[config.mk]
export PLATFORM = sky130hd
export DESIGN_NAME = expression_tokenizer_core
export DESIGN_NICKNAME = d
export VERILOG_FILES = /design/src/design/etok_pkg.sv /design/src/design/etok_front.sv /design/src/design/etok_queue.sv /design/src/design/etok_back.sv /design/src/design/expression_tokenizer_core.sv
export VERILOG_INCLUDE_DIRS = /design/src /design/src/design
export SDC_FILE = /design/constraint.sdc
export NUM_CORES = 1
export LEC_CHECK = 0
export ABC_AREA = 1
export BUFFER_PORTS_ARGS = -buffer_cell sky130_fd_sc_hd__buf_2
export CAP_MARGIN = 20
export CORE_AREA = 2 2 235 237
export DETAILED_ROUTE_END_ITERATION = 7
export DIE_AREA = 0 0 237 239
export PLACE_DENSITY = 0.8
export SYNTH_ARGS = -nofsm -noshare
export SYNTH_HDL_FRONTEND = slang
export SYNTH_SLANG_ARGS = --single-unit
[constraint.sdc]
create_clock -name clk -period 11.04 [get_ports clk]
set_input_delay 2.208 -clock clk [delete_from_list [all_inputs] [get_ports clk]]
set_output_delay 2.208 -clock clk [all_outputs]
set_load 0.03 [all_outputs]
[src/design/expression_tokenizer_core_macros.svh]
// Assertion macros used by the tokenizer top level.
// Define ASSERT_OFF to compile the checks out.
`ifndef EXPRESSION_TOKENIZER_CORE_MACROS_SVH
`define EXPRESSION_TOKENIZER_CORE_MACROS_SVH

`ifndef ASSERT_OFF

// Check that holds outside reset.
`define ETOK_ASSERT(lbl, prop, msg) \
  lbl: assert property (@(posedge clk) disable iff (!rst_n) prop) else $error(msg);

// Check that also holds while reset is applied.
`define ETOK_ASSERT_RST(lbl, prop, msg) \
  lbl: assert property (@(posedge clk) prop) else $error(msg);

`else

`define ETOK_ASSERT(lbl, prop, msg)
`define ETOK_ASSERT_RST(lbl, prop, msg)

`endif

`endif

[src/design/etok_pkg.sv]
package etok_pkg;

  // Width of the internal wrapping byte offset counter.
  localparam int OFFSET_BITS = 16;
  // Width of the start and length fields of a token.
  localparam int TOK_BITS = 16;
  // Most tokens a single input transfer can produce.
  localparam int MAX_TOK = 4;
  localparam int TOK_IDX_BITS = $clog2(MAX_TOK);
  localparam int TOK_CNT_BITS = $clog2(MAX_TOK + 1);
  // Bundles held between scanner and output stage.
  localparam int Q_DEPTH = 4;
  localparam int Q_PTR_BITS = $clog2(Q_DEPTH);
  localparam int Q_CNT_BITS = $clog2(Q_DEPTH + 1);

  typedef logic [OFFSET_BITS-1:0] off_t;
  typedef logic [TOK_BITS-1:0] tok_field_t;

  typedef enum logic [3:0] {
    K_NUMBER    = 4'd0,
    K_IDENT     = 4'd1,
    K_PLUS      = 4'd2,
    K_MINUS     = 4'd3,
    K_STAR      = 4'd4,
    K_BANG      = 4'd5,
    K_SLASH     = 4'd6,
    K_CARET     = 4'd7,
    K_LPAREN    = 4'd8,
    K_RPAREN    = 4'd9,
    K_COMMA     = 4'd10,
    K_SEMICOLON = 4'd11,
    K_LBRACKET  = 4'd12,
    K_RBRACKET  = 4'd13,
    K_EOF       = 4'd14,
    K_ERROR     = 4'd15
  } kind_t;

  typedef struct packed {
    kind_t      kind;
    tok_field_t start;
    tok_field_t len;
  } tok_t;

  // All tokens caused by one input transfer.
  typedef struct packed {
    logic [TOK_CNT_BITS-1:0] cnt;
    tok_t [MAX_TOK-1:0]      tok;
  } bundle_t;

  // Queue status seen by the scanner and the output stage.
  typedef struct packed {
    logic valid;
    logic full;
  } q_stat_t;

endpackage

[src/design/etok_front.sv]
module etok_front (
  input  logic                 clk,
  input  logic                 rst_n,
  input  logic                 in_valid,
  input  logic [7:0]           in_char_byte,
  input  logic                 in_end_of_source,
  output logic                 in_ready,
  input  etok_pkg::q_stat_t    q_stat,
  output logic                 push,
  output etok_pkg::bundle_t    push_data
);

  typedef enum logic [2:0] {
    M_IDLE     = 3'd0,
    M_IDENT    = 3'd1,
    M_INT      = 3'd2,
    M_DOT      = 3'd3,
    M_FRAC     = 3'd4,
    M_EXP_E    = 3'd5,
    M_EXP_SIGN = 3'd6,
    M_EXP_DIG  = 3'd7
  } mode_t;

  localparam logic [7:0] CH_PLUS  = "+";
  localparam logic [7:0] CH_MINUS = "-";
  localparam logic [7:0] CH_STAR  = "*";
  localparam logic [7:0] CH_BANG  = "!";
  localparam logic [7:0] CH_SLASH = "/";
  localparam logic [7:0] CH_CARET = "^";
  localparam logic [7:0] CH_LPAR  = "(";
  localparam logic [7:0] CH_RPAR  = ")";
  localparam logic [7:0] CH_COMMA = ",";
  localparam logic [7:0] CH_SEMI  = ";";
  localparam logic [7:0] CH_LBRK  = "[";
  localparam logic [7:0] CH_RBRK  = "]";
  localparam logic [7:0] CH_DOT   = ".";
  localparam logic [7:0] CH_UNDER = "_";
  localparam logic [7:0] CH_LO_E  = "e";
  localparam logic [7:0] CH_UP_E  = "E";
  localparam logic [7:0] CH_SPACE = " ";
  localparam logic [7:0] CH_TAB   = 8'h09;
  localparam logic [7:0] CH_CR    = 8'h0D;

  localparam etok_pkg::off_t OFF_ONE = etok_pkg::off_t'(1);
  localparam etok_pkg::tok_field_t LEN_ONE = etok_pkg::tok_field_t'(1);
  localparam etok_pkg::tok_field_t LEN_TWO = etok_pkg::tok_field_t'(2);

  function automatic logic is_digit(input logic [7:0] c);
    return (c >= "0") && (c <= "9");
  endfunction

  function automatic logic is_alpha(input logic [7:0] c);
    return ((c >= "a") && (c <= "z")) || ((c >= "A") && (c <= "Z"));
  endfunction

  function automatic logic is_word(input logic [7:0] c);
    return is_alpha(c) || is_digit(c) || (c == CH_UNDER);
  endfunction

  function automatic logic is_space(input logic [7:0] c);
    return (c == CH_SPACE) || ((c >= CH_TAB) && (c <= CH_CR));
  endfunction

  function automatic etok_pkg::tok_field_t sat_inc(input etok_pkg::tok_field_t v);
    return (v == '1) ? v : v + LEN_ONE;
  endfunction

  function automatic etok_pkg::kind_t op_kind(input logic [7:0] c);
    etok_pkg::kind_t k;
    unique case (c)
      CH_PLUS:  k = etok_pkg::K_PLUS;
      CH_MINUS: k = etok_pkg::K_MINUS;
      CH_STAR:  k = etok_pkg::K_STAR;
      CH_BANG:  k = etok_pkg::K_BANG;
      CH_SLASH: k = etok_pkg::K_SLASH;
      CH_CARET: k = etok_pkg::K_CARET;
      CH_LPAR:  k = etok_pkg::K_LPAREN;
      CH_RPAR:  k = etok_pkg::K_RPAREN;
      CH_COMMA: k = etok_pkg::K_COMMA;
      CH_SEMI:  k = etok_pkg::K_SEMICOLON;
      CH_LBRK:  k = etok_pkg::K_LBRACKET;
      CH_RBRK:  k = etok_pkg::K_RBRACKET;
      default:  k = etok_pkg::K_ERROR;
    endcase
    return k;
  endfunction

  function automatic etok_pkg::tok_t mk_tok(input etok_pkg::kind_t k,
                                            input etok_pkg::off_t start,
                                            input etok_pkg::tok_field_t len);
    etok_pkg::tok_t t;
    t.kind  = k;
    t.start = etok_pkg::tok_field_t'(start);
    t.len   = len;
    return t;
  endfunction

  mode_t                mode_r, mode_nxt;
  etok_pkg::off_t       offset_r, offset_nxt;
  etok_pkg::off_t       begin_r, begin_nxt;
  etok_pkg::off_t       mark_r, mark_nxt;
  logic                 sign_minus_r, sign_minus_nxt;
  etok_pkg::tok_field_t run_len_r, run_len_nxt;
  etok_pkg::tok_field_t mant_len_r, mant_len_nxt;

  etok_pkg::tok_t [etok_pkg::MAX_TOK-1:0] toks;
  logic [etok_pkg::TOK_CNT_BITS-1:0]      n;
  logic                                   brk;
  logic                                   acc;
  logic [7:0]                             c;
  logic                                   is_e;

  assign c        = in_char_byte;
  assign is_e     = (c == CH_LO_E) || (c == CH_UP_E);
  assign in_ready = !q_stat.full;
  assign acc      = in_valid && in_ready;

  always_comb begin
    mode_nxt       = mode_r;
    begin_nxt      = begin_r;
    mark_nxt       = mark_r;
    sign_minus_nxt = sign_minus_r;
    run_len_nxt    = run_len_r;
    mant_len_nxt   = mant_len_r;
    offset_nxt     = in_end_of_source ? offset_r : offset_r + OFF_ONE;
    toks           = '0;
    n              = '0;
    brk            = 1'b0;

    if (in_end_of_source) begin
      brk = 1'b1;
    end else begin
      unique case (mode_r)
        M_IDENT: begin
          if (is_word(c)) run_len_nxt = sat_inc(run_len_r);
          else brk = 1'b1;
        end
        M_INT, M_FRAC: begin
          if (is_digit(c)) begin
            run_len_nxt = sat_inc(run_len_r);
          end else if ((c == CH_DOT) && (mode_r == M_INT)) begin
            run_len_nxt = sat_inc(run_len_r);
            mode_nxt    = M_FRAC;
          end else if (is_e) begin
            mant_len_nxt = run_len_r;
            mark_nxt     = offset_r;
            run_len_nxt  = sat_inc(run_len_r);
            mode_nxt     = M_EXP_E;
          end else begin
            brk = 1'b1;
          end
        end
        M_DOT: begin
          if (is_digit(c)) begin
            run_len_nxt = sat_inc(run_len_r);
            mode_nxt    = M_FRAC;
          end else begin
            brk = 1'b1;
          end
        end
        M_EXP_E: begin
          if (is_digit(c)) begin
            run_len_nxt = sat_inc(run_len_r);
            mode_nxt    = M_EXP_DIG;
          end else if ((c == CH_PLUS) || (c == CH_MINUS)) begin
            sign_minus_nxt = (c == CH_MINUS);
            run_len_nxt    = sat_inc(run_len_r);
            mode_nxt       = M_EXP_SIGN;
          end else if (is_word(c)) begin
            // The bare 'e' turns into the head of an identifier.
            toks[0]     = mk_tok(etok_pkg::K_NUMBER, begin_r, mant_len_r);
            n           = etok_pkg::TOK_CNT_BITS'(1);
            begin_nxt   = mark_r;
            run_len_nxt = LEN_TWO;
            mode_nxt    = M_IDENT;
          end else begin
            brk = 1'b1;
          end
        end
        M_EXP_SIGN, M_EXP_DIG: begin
          if (is_digit(c)) begin
            run_len_nxt = sat_inc(run_len_r);
            mode_nxt    = M_EXP_DIG;
          end else begin
            brk = 1'b1;
          end
        end
        M_IDLE: brk = 1'b1;
      endcase
    end

    if (brk) begin
      // Close whatever token is pending.
      unique case (mode_r)
        M_IDENT: begin
          toks[n[etok_pkg::TOK_IDX_BITS-1:0]] = mk_tok(etok_pkg::K_IDENT, begin_r, run_len_r);
          n = n + 1'b1;
        end
        M_INT, M_FRAC, M_EXP_DIG: begin
          toks[n[etok_pkg::TOK_IDX_BITS-1:0]] = mk_tok(etok_pkg::K_NUMBER, begin_r, run_len_r);
          n = n + 1'b1;
        end
        M_DOT: begin
          toks[n[etok_pkg::TOK_IDX_BITS-1:0]] = mk_tok(etok_pkg::K_ERROR, begin_r, LEN_ONE);
          n = n + 1'b1;
        end
        M_EXP_E, M_EXP_SIGN: begin
          toks[n[etok_pkg::TOK_IDX_BITS-1:0]] = mk_tok(etok_pkg::K_NUMBER, begin_r, mant_len_r);
          n = n + 1'b1;
          toks[n[etok_pkg::TOK_IDX_BITS-1:0]] = mk_tok(etok_pkg::K_IDENT, mark_r, LEN_ONE);
          n = n + 1'b1;
          if (mode_r == M_EXP_SIGN) begin
            toks[n[etok_pkg::TOK_IDX_BITS-1:0]] =
              mk_tok(sign_minus_r ? etok_pkg::K_MINUS : etok_pkg::K_PLUS,
                     mark_r + OFF_ONE, LEN_ONE);
            n = n + 1'b1;
          end
        end
        M_IDLE: ;
      endcase
      mode_nxt = M_IDLE;

      if (in_end_of_source) begin
        toks[n[etok_pkg::TOK_IDX_BITS-1:0]] = mk_tok(etok_pkg::K_EOF, offset_r, '0);
        n = n + 1'b1;
      end else if (!is_space(c)) begin
        begin_nxt   = offset_r;
        run_len_nxt = LEN_ONE;
        if (is_digit(c)) begin
          mode_nxt = M_INT;
        end else if (c == CH_DOT) begin
          mode_nxt = M_DOT;
        end else if (is_alpha(c) || (c == CH_UNDER)) begin
          mode_nxt = M_IDENT;
        end else begin
          toks[n[etok_pkg::TOK_IDX_BITS-1:0]] = mk_tok(op_kind(c), offset_r, LEN_ONE);
          n = n + 1'b1;
        end
      end
    end
  end

  assign push          = acc && (n != '0);
  assign push_data.cnt = n;
  assign push_data.tok = toks;

  always_ff @(posedge clk) begin
    if (!rst_n) begin
      mode_r       <= M_IDLE;
      offset_r     <= '0;
      begin_r      <= '0;
      mark_r       <= '0;
      sign_minus_r <= 1'b0;
      run_len_r    <= '0;
      mant_len_r   <= '0;
    end else if (acc) begin
      mode_r       <= mode_nxt;
      offset_r     <= offset_nxt;
      begin_r      <= begin_nxt;
      mark_r       <= mark_nxt;
      sign_minus_r <= sign_minus_nxt;
      run_len_r    <= run_len_nxt;
      mant_len_r   <= mant_len_nxt;
    end
  end

endmodule

[src/design/etok_queue.sv]
module etok_queue (
  input  logic               clk,
  input  logic               rst_n,
  input  logic               push,
  input  etok_pkg::bundle_t  push_data,
  input  logic               pop,
  output etok_pkg::bundle_t  pop_data,
  output etok_pkg::q_stat_t  stat
);

  etok_pkg::bundle_t mem_r [etok_pkg::Q_DEPTH];

  logic [etok_pkg::Q_PTR_BITS-1:0] wr_ptr_r, rd_ptr_r;
  logic [etok_pkg::Q_CNT_BITS-1:0] count_r, count_nxt;
  logic                            do_push, do_pop;

  assign stat.valid = (count_r != '0);
  assign stat.full  = (count_r == etok_pkg::Q_CNT_BITS'(etok_pkg::Q_DEPTH));
  assign do_push    = push && !stat.full;
  assign do_pop     = pop && stat.valid;
  assign pop_data   = mem_r[rd_ptr_r];

  always_comb begin
    count_nxt = count_r;
    if (do_push && !do_pop) count_nxt = count_r + 1'b1;
    else if (do_pop && !do_push) count_nxt = count_r - 1'b1;
  end

  always_ff @(posedge clk) begin
    if (do_push) mem_r[wr_ptr_r] <= push_data;
  end

  always_ff @(posedge clk) begin
    if (!rst_n) begin
      wr_ptr_r <= '0;
      rd_ptr_r <= '0;
      count_r  <= '0;
    end else begin
      if (do_push) wr_ptr_r <= wr_ptr_r + 1'b1;
      if (do_pop) rd_ptr_r <= rd_ptr_r + 1'b1;
      count_r <= count_nxt;
    end
  end

endmodule

[src/design/etok_back.sv]
module etok_back (
  input  logic               clk,
  input  logic               rst_n,
  input  etok_pkg::q_stat_t  q_stat,
  input  etok_pkg::bundle_t  q_data,
  output logic               q_pop,
  output logic               out_valid,
  input  logic               out_ready,
  output logic [3:0]         out_token_kind,
  output logic [15:0]        out_token_start,
  output logic [15:0]        out_token_length,
  output logic               out_last_of_run
);

  etok_pkg::bundle_t                 cur_r;
  logic                              cur_valid_r;
  logic [etok_pkg::TOK_IDX_BITS-1:0] idx_r;
  etok_pkg::tok_t                    tok;
  logic                              fire, last, take;

  assign tok  = cur_r.tok[idx_r];
  assign last = (etok_pkg::TOK_CNT_BITS'(idx_r) + 1'b1) == cur_r.cnt;
  assign fire = cur_valid_r && out_ready;
  // Load the next bundle when empty or when the final token leaves.
  assign take  = !cur_valid_r || (fire && last);
  assign q_pop = take && q_stat.valid;

  assign out_valid        = cur_valid_r;
  assign out_token_kind   = tok.kind;
  assign out_token_start  = tok.start;
  assign out_token_length = tok.len;
  assign out_last_of_run  = last;

  always_ff @(posedge clk) begin
    if (take) cur_r <= q_data;
  end

  always_ff @(posedge clk) begin
    if (!rst_n) begin
      cur_valid_r <= 1'b0;
      idx_r       <= '0;
    end else if (take) begin
      cur_valid_r <= q_stat.valid;
      idx_r       <= '0;
    end else if (fire) begin
      idx_r <= idx_r + 1'b1;
    end
  end

endmodule

[src/design/expression_tokenizer_core.sv]
// Path: the tokens of an accepted byte are written into the queue, then loaded into the output stage register.
// Throughput: one byte per cycle while the queue is not full; the output stage hands out one token
// per transfer, so an item that gives k tokens holds it for k transfers; a four-bundle queue absorbs bursts.
// Reset (synchronous, active low) returns the scanner to idle at offset zero and empties
// the queue and the output stage.
`include "expression_tokenizer_core_macros.svh"

module expression_tokenizer_core (
  input  logic        clk,
  input  logic        rst_n,
  input  logic        in_valid,
  output logic        in_ready,
  input  logic [7:0]  in_char_byte,
  input  logic        in_end_of_source,
  output logic        out_valid,
  input  logic        out_ready,
  output logic [3:0]  out_token_kind,
  output logic [15:0] out_token_start,
  output logic [15:0] out_token_length,
  output logic        out_last_of_run
);

  // The front end scans one byte per transfer and turns it into a bundle of
  // zero to four tokens. Bundles wait in a short queue so the scanner keeps
  // taking bytes while the back end is still handing out earlier tokens.
  etok_pkg::q_stat_t q_stat;
  etok_pkg::bundle_t push_data;
  etok_pkg::bundle_t pop_data;
  logic              push;
  logic              pop;

  etok_front u_front (
    .clk              (clk),
    .rst_n            (rst_n),
    .in_valid         (in_valid),
    .in_char_byte     (in_char_byte),
    .in_end_of_source (in_end_of_source),
    .in_ready         (in_ready),
    .q_stat           (q_stat),
    .push             (push),
    .push_data        (push_data)
  );

  // The queue holds whole bundles, so the tokens of one byte stay together
  // and in order.
  etok_queue u_queue (
    .clk       (clk),
    .rst_n     (rst_n),
    .push      (push),
    .push_data (push_data),
    .pop       (pop),
    .pop_data  (pop_data),
    .stat      (q_stat)
  );

  // The back end hands out one token per transfer and flags the final token
  // of each bundle.
  etok_back u_back (
    .clk              (clk),
    .rst_n            (rst_n),
    .q_stat           (q_stat),
    .q_data           (pop_data),
    .q_pop            (pop),
    .out_valid        (out_valid),
    .out_ready        (out_ready),
    .out_token_kind   (out_token_kind),
    .out_token_start  (out_token_start),
    .out_token_length (out_token_length),
    .out_last_of_run  (out_last_of_run)
  );

  // An end-of-source token is always the final token of its input item.
  `ETOK_ASSERT(a_eof_last, out_valid && (out_token_kind == etok_pkg::K_EOF) |-> out_last_of_run, "EOF token not flagged as last")

  // Only the end-of-source token can have zero length.
  `ETOK_ASSERT(a_zero_len_eof, out_valid && (out_token_length == '0) |-> (out_token_kind == etok_pkg::K_EOF), "zero-length token that is not EOF")

  // The scanner never pushes a bundle into a full queue.
  `ETOK_ASSERT(a_no_overflow, push |-> !q_stat.full, "bundle pushed into a full queue")

  // Reset leaves no token on the output.
  `ETOK_ASSERT_RST(a_reset_idle, !rst_n |=> !out_valid, "output valid right after reset")

endmodule
==> run metrics, run 1 <==
# DRC=0; final WL=72.84 mm; CP max FO=between 40 and 50; vias per cell=6.076; Die Y=around 240 µm; ys async rst share=0%; WP buf/inv=4; power density over the cells=259.0 mW/mm²; register share of total power=46.7%; Clk pwr share=24.8%; Internal=5461 µW; Worst Hold Class=reg2reg; Root Driver=clkbuf_16; routed length per instance=20.63 µm; initial antenna violation count=2; RSZ-0062 raised after global routing=no; Die ar.=0.05664 mm²; Buffers on Ports=51; outcome=complete, no violations; Setup crit end kind=flop; startpoint types=input port; kind of cell adding the most delay to the critical path=simple AND/OR/NAND/NOR gates; Max Fclk=132.7 MHz; TNS Setup=0 ns; Setup Buffers After CTS=0; Slew Viols, Final=0; Synth warnings=0; Initial Util=between 50% and 60%; leakage=between 0.01 and 0.015 µW; Most Frequent Cell on Critical Path=nand2_1; RePlAce Congestion=0.9046; post-route ant nets=0; Psw=2933 µW; multi-input logic area=around 0.0090 mm²; Clock Sinks=about 680; Clock Latency Late Sink=0.64 ns; worst ir drop on vdd=approximately 0.00016 V; Detail Placement HPWL=43.04 mm; core area=0.05434 mm²; Worst Path Arrival=7.78 ns; Max Cap Viol=0; global-route wire length before repair=around 110 mm; final hold viol count=0; Post-CTS Resized=0; Comb pwr share=28.5%; grt peak-use layer=met2; largest net degree at the start of global routing=roughly 130; Clock Skews=~0.034 ns; Final period util=68.27%; Net Sw Frac=between 30% and 40%; biggest cell delay along the critical path=0.73 ns; layout cells sized above 1=9.586%; Die Wd=between 200 and 250 µm; DRT Pass-1 Iters=6; Placed Cells=3415; final cell count without fillers=3531; crit path max-delay cell type=buf_4; CP Cell Sequence=buf_2 -> inv_1 -> nand2_1 -> nor2_1 -> nand2_2 -> nand2_4 -> nand2_2 -> nor2_8 -> inv_2 -> ha_1 -> nand2_1 -> nand3_1 -> ha_1 -> nand2_1 -> nand2_1 -> nand3_1 -> nand3_2 -> nand2_4 -> nor2_4 -> buf_4; Longest Clk Path Bufs=3; met1 usage=34.21%; top_reg_cell synth=edfxtp_1; CTS Hold Buffers Added=0; post-synthesis sequential area ratio=between 60 and 70%; Nets=2808; H-tree depth=2; Layout fillers=approximately 4.2k; Syn Std Cell Area=~0.029 mm²; Rows=86; vias in the first global route=20.78k; TritonCTS Buffers=61; Power Total=8394 µW; Slew headroom=23.70%; GRT Total Usage=between 20% and 30%; Mean Syn Cell Area=10.75 µm²; CTS tree=done; Critical Path RT=11.28 ns; met3 usage=roughly 3.8%; FF+latch area=between 0.015 and 0.02 mm²; clock transition at the registers of the reported paths=0.06 ns; DR vias=21.45k; Layout Area Growth over Synthesis=9.993%; met2 Track Usage GR=42.68%; post-synthesis sequential element count=679; number of inserted diodes=0; min cycle time layout=7.537 ns; number of flops mapped to enable cells by yosys=585; setup violators final=0; # IOs=between 50 and 60; Least-Margin Pin Slew=1.145 ns; worst setup path class=in2reg; unique cell type count in the Yosys netlist=56; Mapped Cells=2740; Starting DRT DRC Count=2508; gr ovfl total=0
==> cells in the mapped netlist (6+ instances only) <==
cell	n	area share, %
o21ai_1	25	0.42
nand4_1	14	0.30
nand3_2	7	0.24
inv_1	137	1.7
edfxtp_1	585	60
a21oi_1	142	2.4
ha_1	18	0.76
a211oi_1	9	0.23
buf_1	7	0.089
nand2_2	10	0.21
nor3_1	39	0.66
nor2_1	411	5.2
nand2_4	8	0.31
clkbuf_1	121	1.5
o22ai_1	142	3.0
a22oi_1	15	0.38
buf_2	25	0.42
nand3_1	75	1.3
o31ai_2	10	0.42
xor2_1	8	0.24
o21ai_0	435	7.4
o211ai_1	11	0.28
dfxtp_1	94	6.4
nor2_2	14	0.30
buf_4	6	0.15
nand2_1	290	3.7
o31ai_1	10	0.25
inv_2	21	0.27
==> worst reg2reg max path, stage by stage, from the launching register on <==
cell	delay (ns)
dfxtp_1	0.55
nand3_1	0.26
inv_2	0.18
nand2_2	0.15
nor2_8	0.60
inv_2	0.49
ha_1	0.43
nand2_1	0.06
nand3_1	0.21
ha_1	0.21
nand2_1	0.53
nand2_1	0.25
nand3_1	0.14
nand3_2	0.15
nand2_4	0.12
nor2_4	0.63
buf_4	0.75
==> power groups by stage <==
stage                     clock network [µW]  registers, µW  logic (µW)
after floorplan                            0           3950        1650
after global placement                     0           3930        2290
after detailed placement                   0           3960        2370
after CTS                               2100           3910        2380
after global routing                    2200           3960        2610
final                                   2080           3920        2390
==> cell type report <==
type,count,area share (%)
Clock buffer,80,5.085
Clock inverter,36,1.062
Inverter,162,1.904
Multi-Input combinational cell,1795,27.73
Sequential cell,679,60.04
Tap cell,704,2.718
Timing Repair Buffer,75,1.460
==> final timing paths <==
path | startpoint | end | slack (ns) | depth (start not counted)
min | u_front.run_len_r[10]$_SDFFE_PN0P_ | u_front.run_len_r[10]$_SDFFE_PN0P_ | 0.51 | 2
max reg2reg | u_front.mode_r[2]$_SDFFE_PN0P_ | u_queue.mem_r[1][48]$_DFFE_PP_ | 4.93 | 16
max | in_char_byte[7] | u_queue.mem_r[1][48]$_DFFE_PP_ | 3.50 | 20
min reg2reg | u_front.run_len_r[10]$_SDFFE_PN0P_ | u_front.run_len_r[10]$_SDFFE_PN0P_ | 0.51 | 2
==> cell families after synthesis <==
| group | Yosys count | share of synthesized area, % |
|---|---|---|
| adders and majority gates | 21 | 0.9683 |
| AOI/OAI and AO/OA | 814 | 15.24 |
| and+or+nand+nor | 890 | 13.05 |
| DFF | 679 | 66.02 |
| xor gates and xnor gates | 10 | 0.2973 |
| other | 1 | 0.01273 |
| buffers and inverters | 325 | 4.417 |
==> layer usage <==
| metal | up-vias | routed length, µm |
|---|---|---|
| li1 | 9817 | - |
| met1 | 10419 | 29250 |
| met2 | 1089 | 35570 |
| met3 | 127 | 6326 |
| met4 | 2 | 1689 |
| met5 | - | 7 |
==> cells in the final DEF (no fill, tap or decap), types with 39 or more instances in the layout <==
master / count
clkbuf_16: 61
o21ai_0: 435
nor2_1: 405
buf_2: 51
edfxtp_1: 585
nor3_1: 39
conb_1: 60
a21oi_1: 142
dfxtp_1: 91
nand3_1: 75
inv_1: 135
nand2_1: 289
o22ai_1: 142
==> per-stage QoR <==
step | worst slack (ns) | utilization [%] | cell area (µm²) | hold WS, ns
after floorplan | 1.180 | - | 29680 | 0.4528
after global placement | 3.030 | 55.97 | 30410 | 0.4705
after detailed placement | 2.908 | 55.97 | 30410 | 0.4895
after CTS | 3.548 | 59.63 | 32400 | 0.5099
after global routing | 3.119 | 59.63 | 32400 | 0.5389
final | 3.503 | 59.63 | 32400 | 0.5135
==> registers in the layout, indices dropped and copies added (netlist names) <==
signal                flops
u_front.run_len_r        16
u_front.mant_len_r       16
u_queue.rd_ptr_r          2
u_front.offset_r         16
u_front.sign_minus_r      1
u_queue.count_r           3
u_back.idx_r              2
u_back.out_valid          1
u_queue.mem_r           468
u_front.mark_r           16
u_front.begin_r          16
u_back.cur_r            117
u_queue.wr_ptr_r          2
u_front.mode_r            3
No activity file was read; power rests on OpenSTA's default activity.
==> inputs of run 2 (changes only) <==
PLACE_DENSITY = 0.82   (was 0.8)
clock period = 6.58 ns   (was 11.04 ns; I/O delays follow)
==> run metrics, run 2 (synthesized netlist as in run 1, its figures left out) <==
H-tree depth=2 (unchanged); CTS tree=done; biggest cell delay along the critical path=0.53 ns (-0.20 ns); crit path max-delay cell type=o31ai_1; Slew headroom=23.84% (+0.14 points); Least-Margin Pin Slew=1.142 ns (-0.002164 ns); largest net degree at the start of global routing=139 (+5.3%); Buffers on Ports=51 (unchanged); Max Cap Viol=0 (unchanged); Starting DRT DRC Count=2544 (+1.4%); r2r startpoint=u_front.mode_r[2]$_SDFFE_PN0P_; most common cell after layout, fill and taps aside=edfxtp_1; worst setup path class=in2reg; number of flip-flops in the largest register=468 (unchanged); DRT Pass-1 Iters=6 (unchanged); reg2reg end=u_queue.mem_r[0][5]$_DFFE_PP_; Worst Hold Class=reg2reg; leakage=0.01147 µW (+0.80%); Initial Util=54.22% (unchanged); hold path endpoint=u_queue.count_r[2]$_SDFFE_PN0P_; CP max FO=23 (-53%); routed length per instance=21.05 µm (+2.1%); RSZ-0062 raised after global routing=no; vias in the first global route=21.17k (+1.9%); outcome=complete, no violations; hold_ws=0.4937 ns (-0.01983 ns); Layout Area Growth over Synthesis=10.71%; most frequent cells in the layout=edfxtp_1, o21ai_0, nor2_1, nand2_1; Clock Latency Late Sink=0.65 ns (about the same); min cycle time layout=around 4.6 ns; Final period util=between 70% and 80%; Clock Skews=0.02231 ns (-0.01155 ns); cell depth of the worst flop-to-flop path=12 (-4); TritonCTS Buffers=61 (unchanged); Longest Clk Path Bufs=3 (unchanged); power density over the cells=441.8 mW/mm² (+71%); final WL=74.44 mm (+2.2%); DR vias=21.65k (+0.90%); Nets=2815 (+0.25%); final core occ=60.02% (+0.39 points); layout cells sized above 1=9.958% (+0.37 points); Top reg by flops=u_queue.mem_r; Layout fillers=4130 (-0.63%); setup violators final=0 (unchanged); Critical Path RT=6.96 ns (-4.32 ns); Worst Path Arrival=5.00 ns (-2.78 ns); Die Y=239 µm (unchanged); Setup Buffers After CTS=0 (unchanged); Clock Sinks=679 (unchanged); RePlAce Congestion=0.9023 (-0.25%); number of inserted diodes=0 (unchanged); final hold viol count=0 (unchanged); post-route ant nets=0 (unchanged); Hold Crit Depth=2 (unchanged); global-route wire length before repair=115.9 mm (+2.9%); vias per cell=6.122 (+0.76%); Die ar.=0.05664 mm² (unchanged); setup slack, reg-to-reg=2.34 ns (-2.59 ns); Max Fclk=roughly 220 MHz; Rows=86 (unchanged); gr ovfl total=0 (unchanged); Die Wd=237 µm (unchanged); Slew Viols, Final=0 (unchanged); Setup crit end kind=flop; # DRC=0 (unchanged); initial antenna violation count=2 (unchanged); startpoint types=input port; Root Driver=clkbuf_16; clock transition at the registers of the reported paths=0.07 ns (about the same); CP Cell Sequence=buf_2 -> inv_1 -> nand2_1 -> nor2_1 -> nand2_2 -> nand2_4 -> nand2_2 -> nor2_8 -> inv_2 -> ha_1 -> nand2_1 -> nand3_1 -> inv_1 -> ha_1 -> nand2_2 -> inv_2 -> nor2_2 -> inv_2 -> o31ai_1; GRT Total Usage=26.22% (+0.77 points); Detail Placement HPWL=44.39 mm (+3.1%); Post-CTS Resized=0 (unchanged); CTS Hold Buffers Added=0 (unchanged); # IOs=52 (unchanged); Largest regs=u_queue.mem_r x468, u_back.cur_r x117; min-delay src=u_queue.count_r[2]$_SDFFE_PN0P_; core area=0.05434 mm² (unchanged); worst ir drop on vdd=0.0002598 V (+59%)
[run 2: changes by cell type in the layout (fill, tap and decap cells not counted), sizes merged]
cell,delta
buf,+7
clkinvlp,+3
bufinv,+7
clkinv,-4
clkbuf,-8
[run 2: critical path: cells and delay by family]
family	cells	cell delay [ns]
AOI/OAI and AO/OA	1	0.53
adders and majority gates	2	0.57
buffers and inverters	6	0.80
and+or+nand+nor	10	1.76
[run 2: cell type report]
class,instances,area (µm²),share of cell area (%)
Timing Repair Buffer,82,545.5,1.673
Multi-Input combinational cell,1795,8985,27.55
Inverter,162,616.8,1.891
Sequential cell,679,19460,59.66
Clock inverter,42,541.8,1.661
Tap cell,704,880.8,2.701
Clock buffer,72,1589,4.872
[run 2: through the flow]
step	area, µm²	worst slack (ns)	setup TNS [ns]	std cells	power [µW]
2_1_floorplan	29690	-0.4177	-195.48	2799	9341
3_3_place_gp	30450	1.598	0	3420	10470
3_5_place_dp	30470	1.446	0	3421	10670
4_1_cts	32600	2.081	0	3535	14400
5_1_grt	32620	1.710	0	3536	15020
6_report	32620	1.960	0	3536	14410
[run 2: worst max path at each step]
stage,slack [ns],cells after the start,to,start
detailed placement,1.45,19,u_queue.mem_r[1][5]$_DFFE_PP_,in_char_byte[5]
global route,1.71,19,u_queue.mem_r[1][5]$_DFFE_PP_,in_char_byte[5]
CTS,2.08,19,u_queue.mem_r[0][1]$_DFFE_PP_,in_char_byte[5]
global placement,1.60,27,u_queue.count_r[2]$_SDFFE_PN0P_,in_char_byte[5]
finish,1.96,19,u_queue.mem_r[0][5]$_DFFE_PP_,in_char_byte[5]
floorplan,-0.42,19,u_queue.mem_r[0][0]$_DFFE_PP_,in_char_byte[7]
[run 2: power breakdown]
group          switching (µW)  leakage, µW  total [µW]  internal, µW
Sequential                371      0.00630        6610          6240
Clock                    1560      0.00102        3760          2200
Combinational            3070      0.00414        4040           969
[run 2: routing by layer]
layer | global-route usage (%) | vias to the layer above | share of wire, %
li1 | - | 9845 | -
met1 | 34.45 | 10476 | 39
met2 | 44.09 | 1146 | 49
met3 | 4.042 | 178 | 8.7
met4 | 10.36 | 2 | 3.2
met5 | 0 | - | 0.017
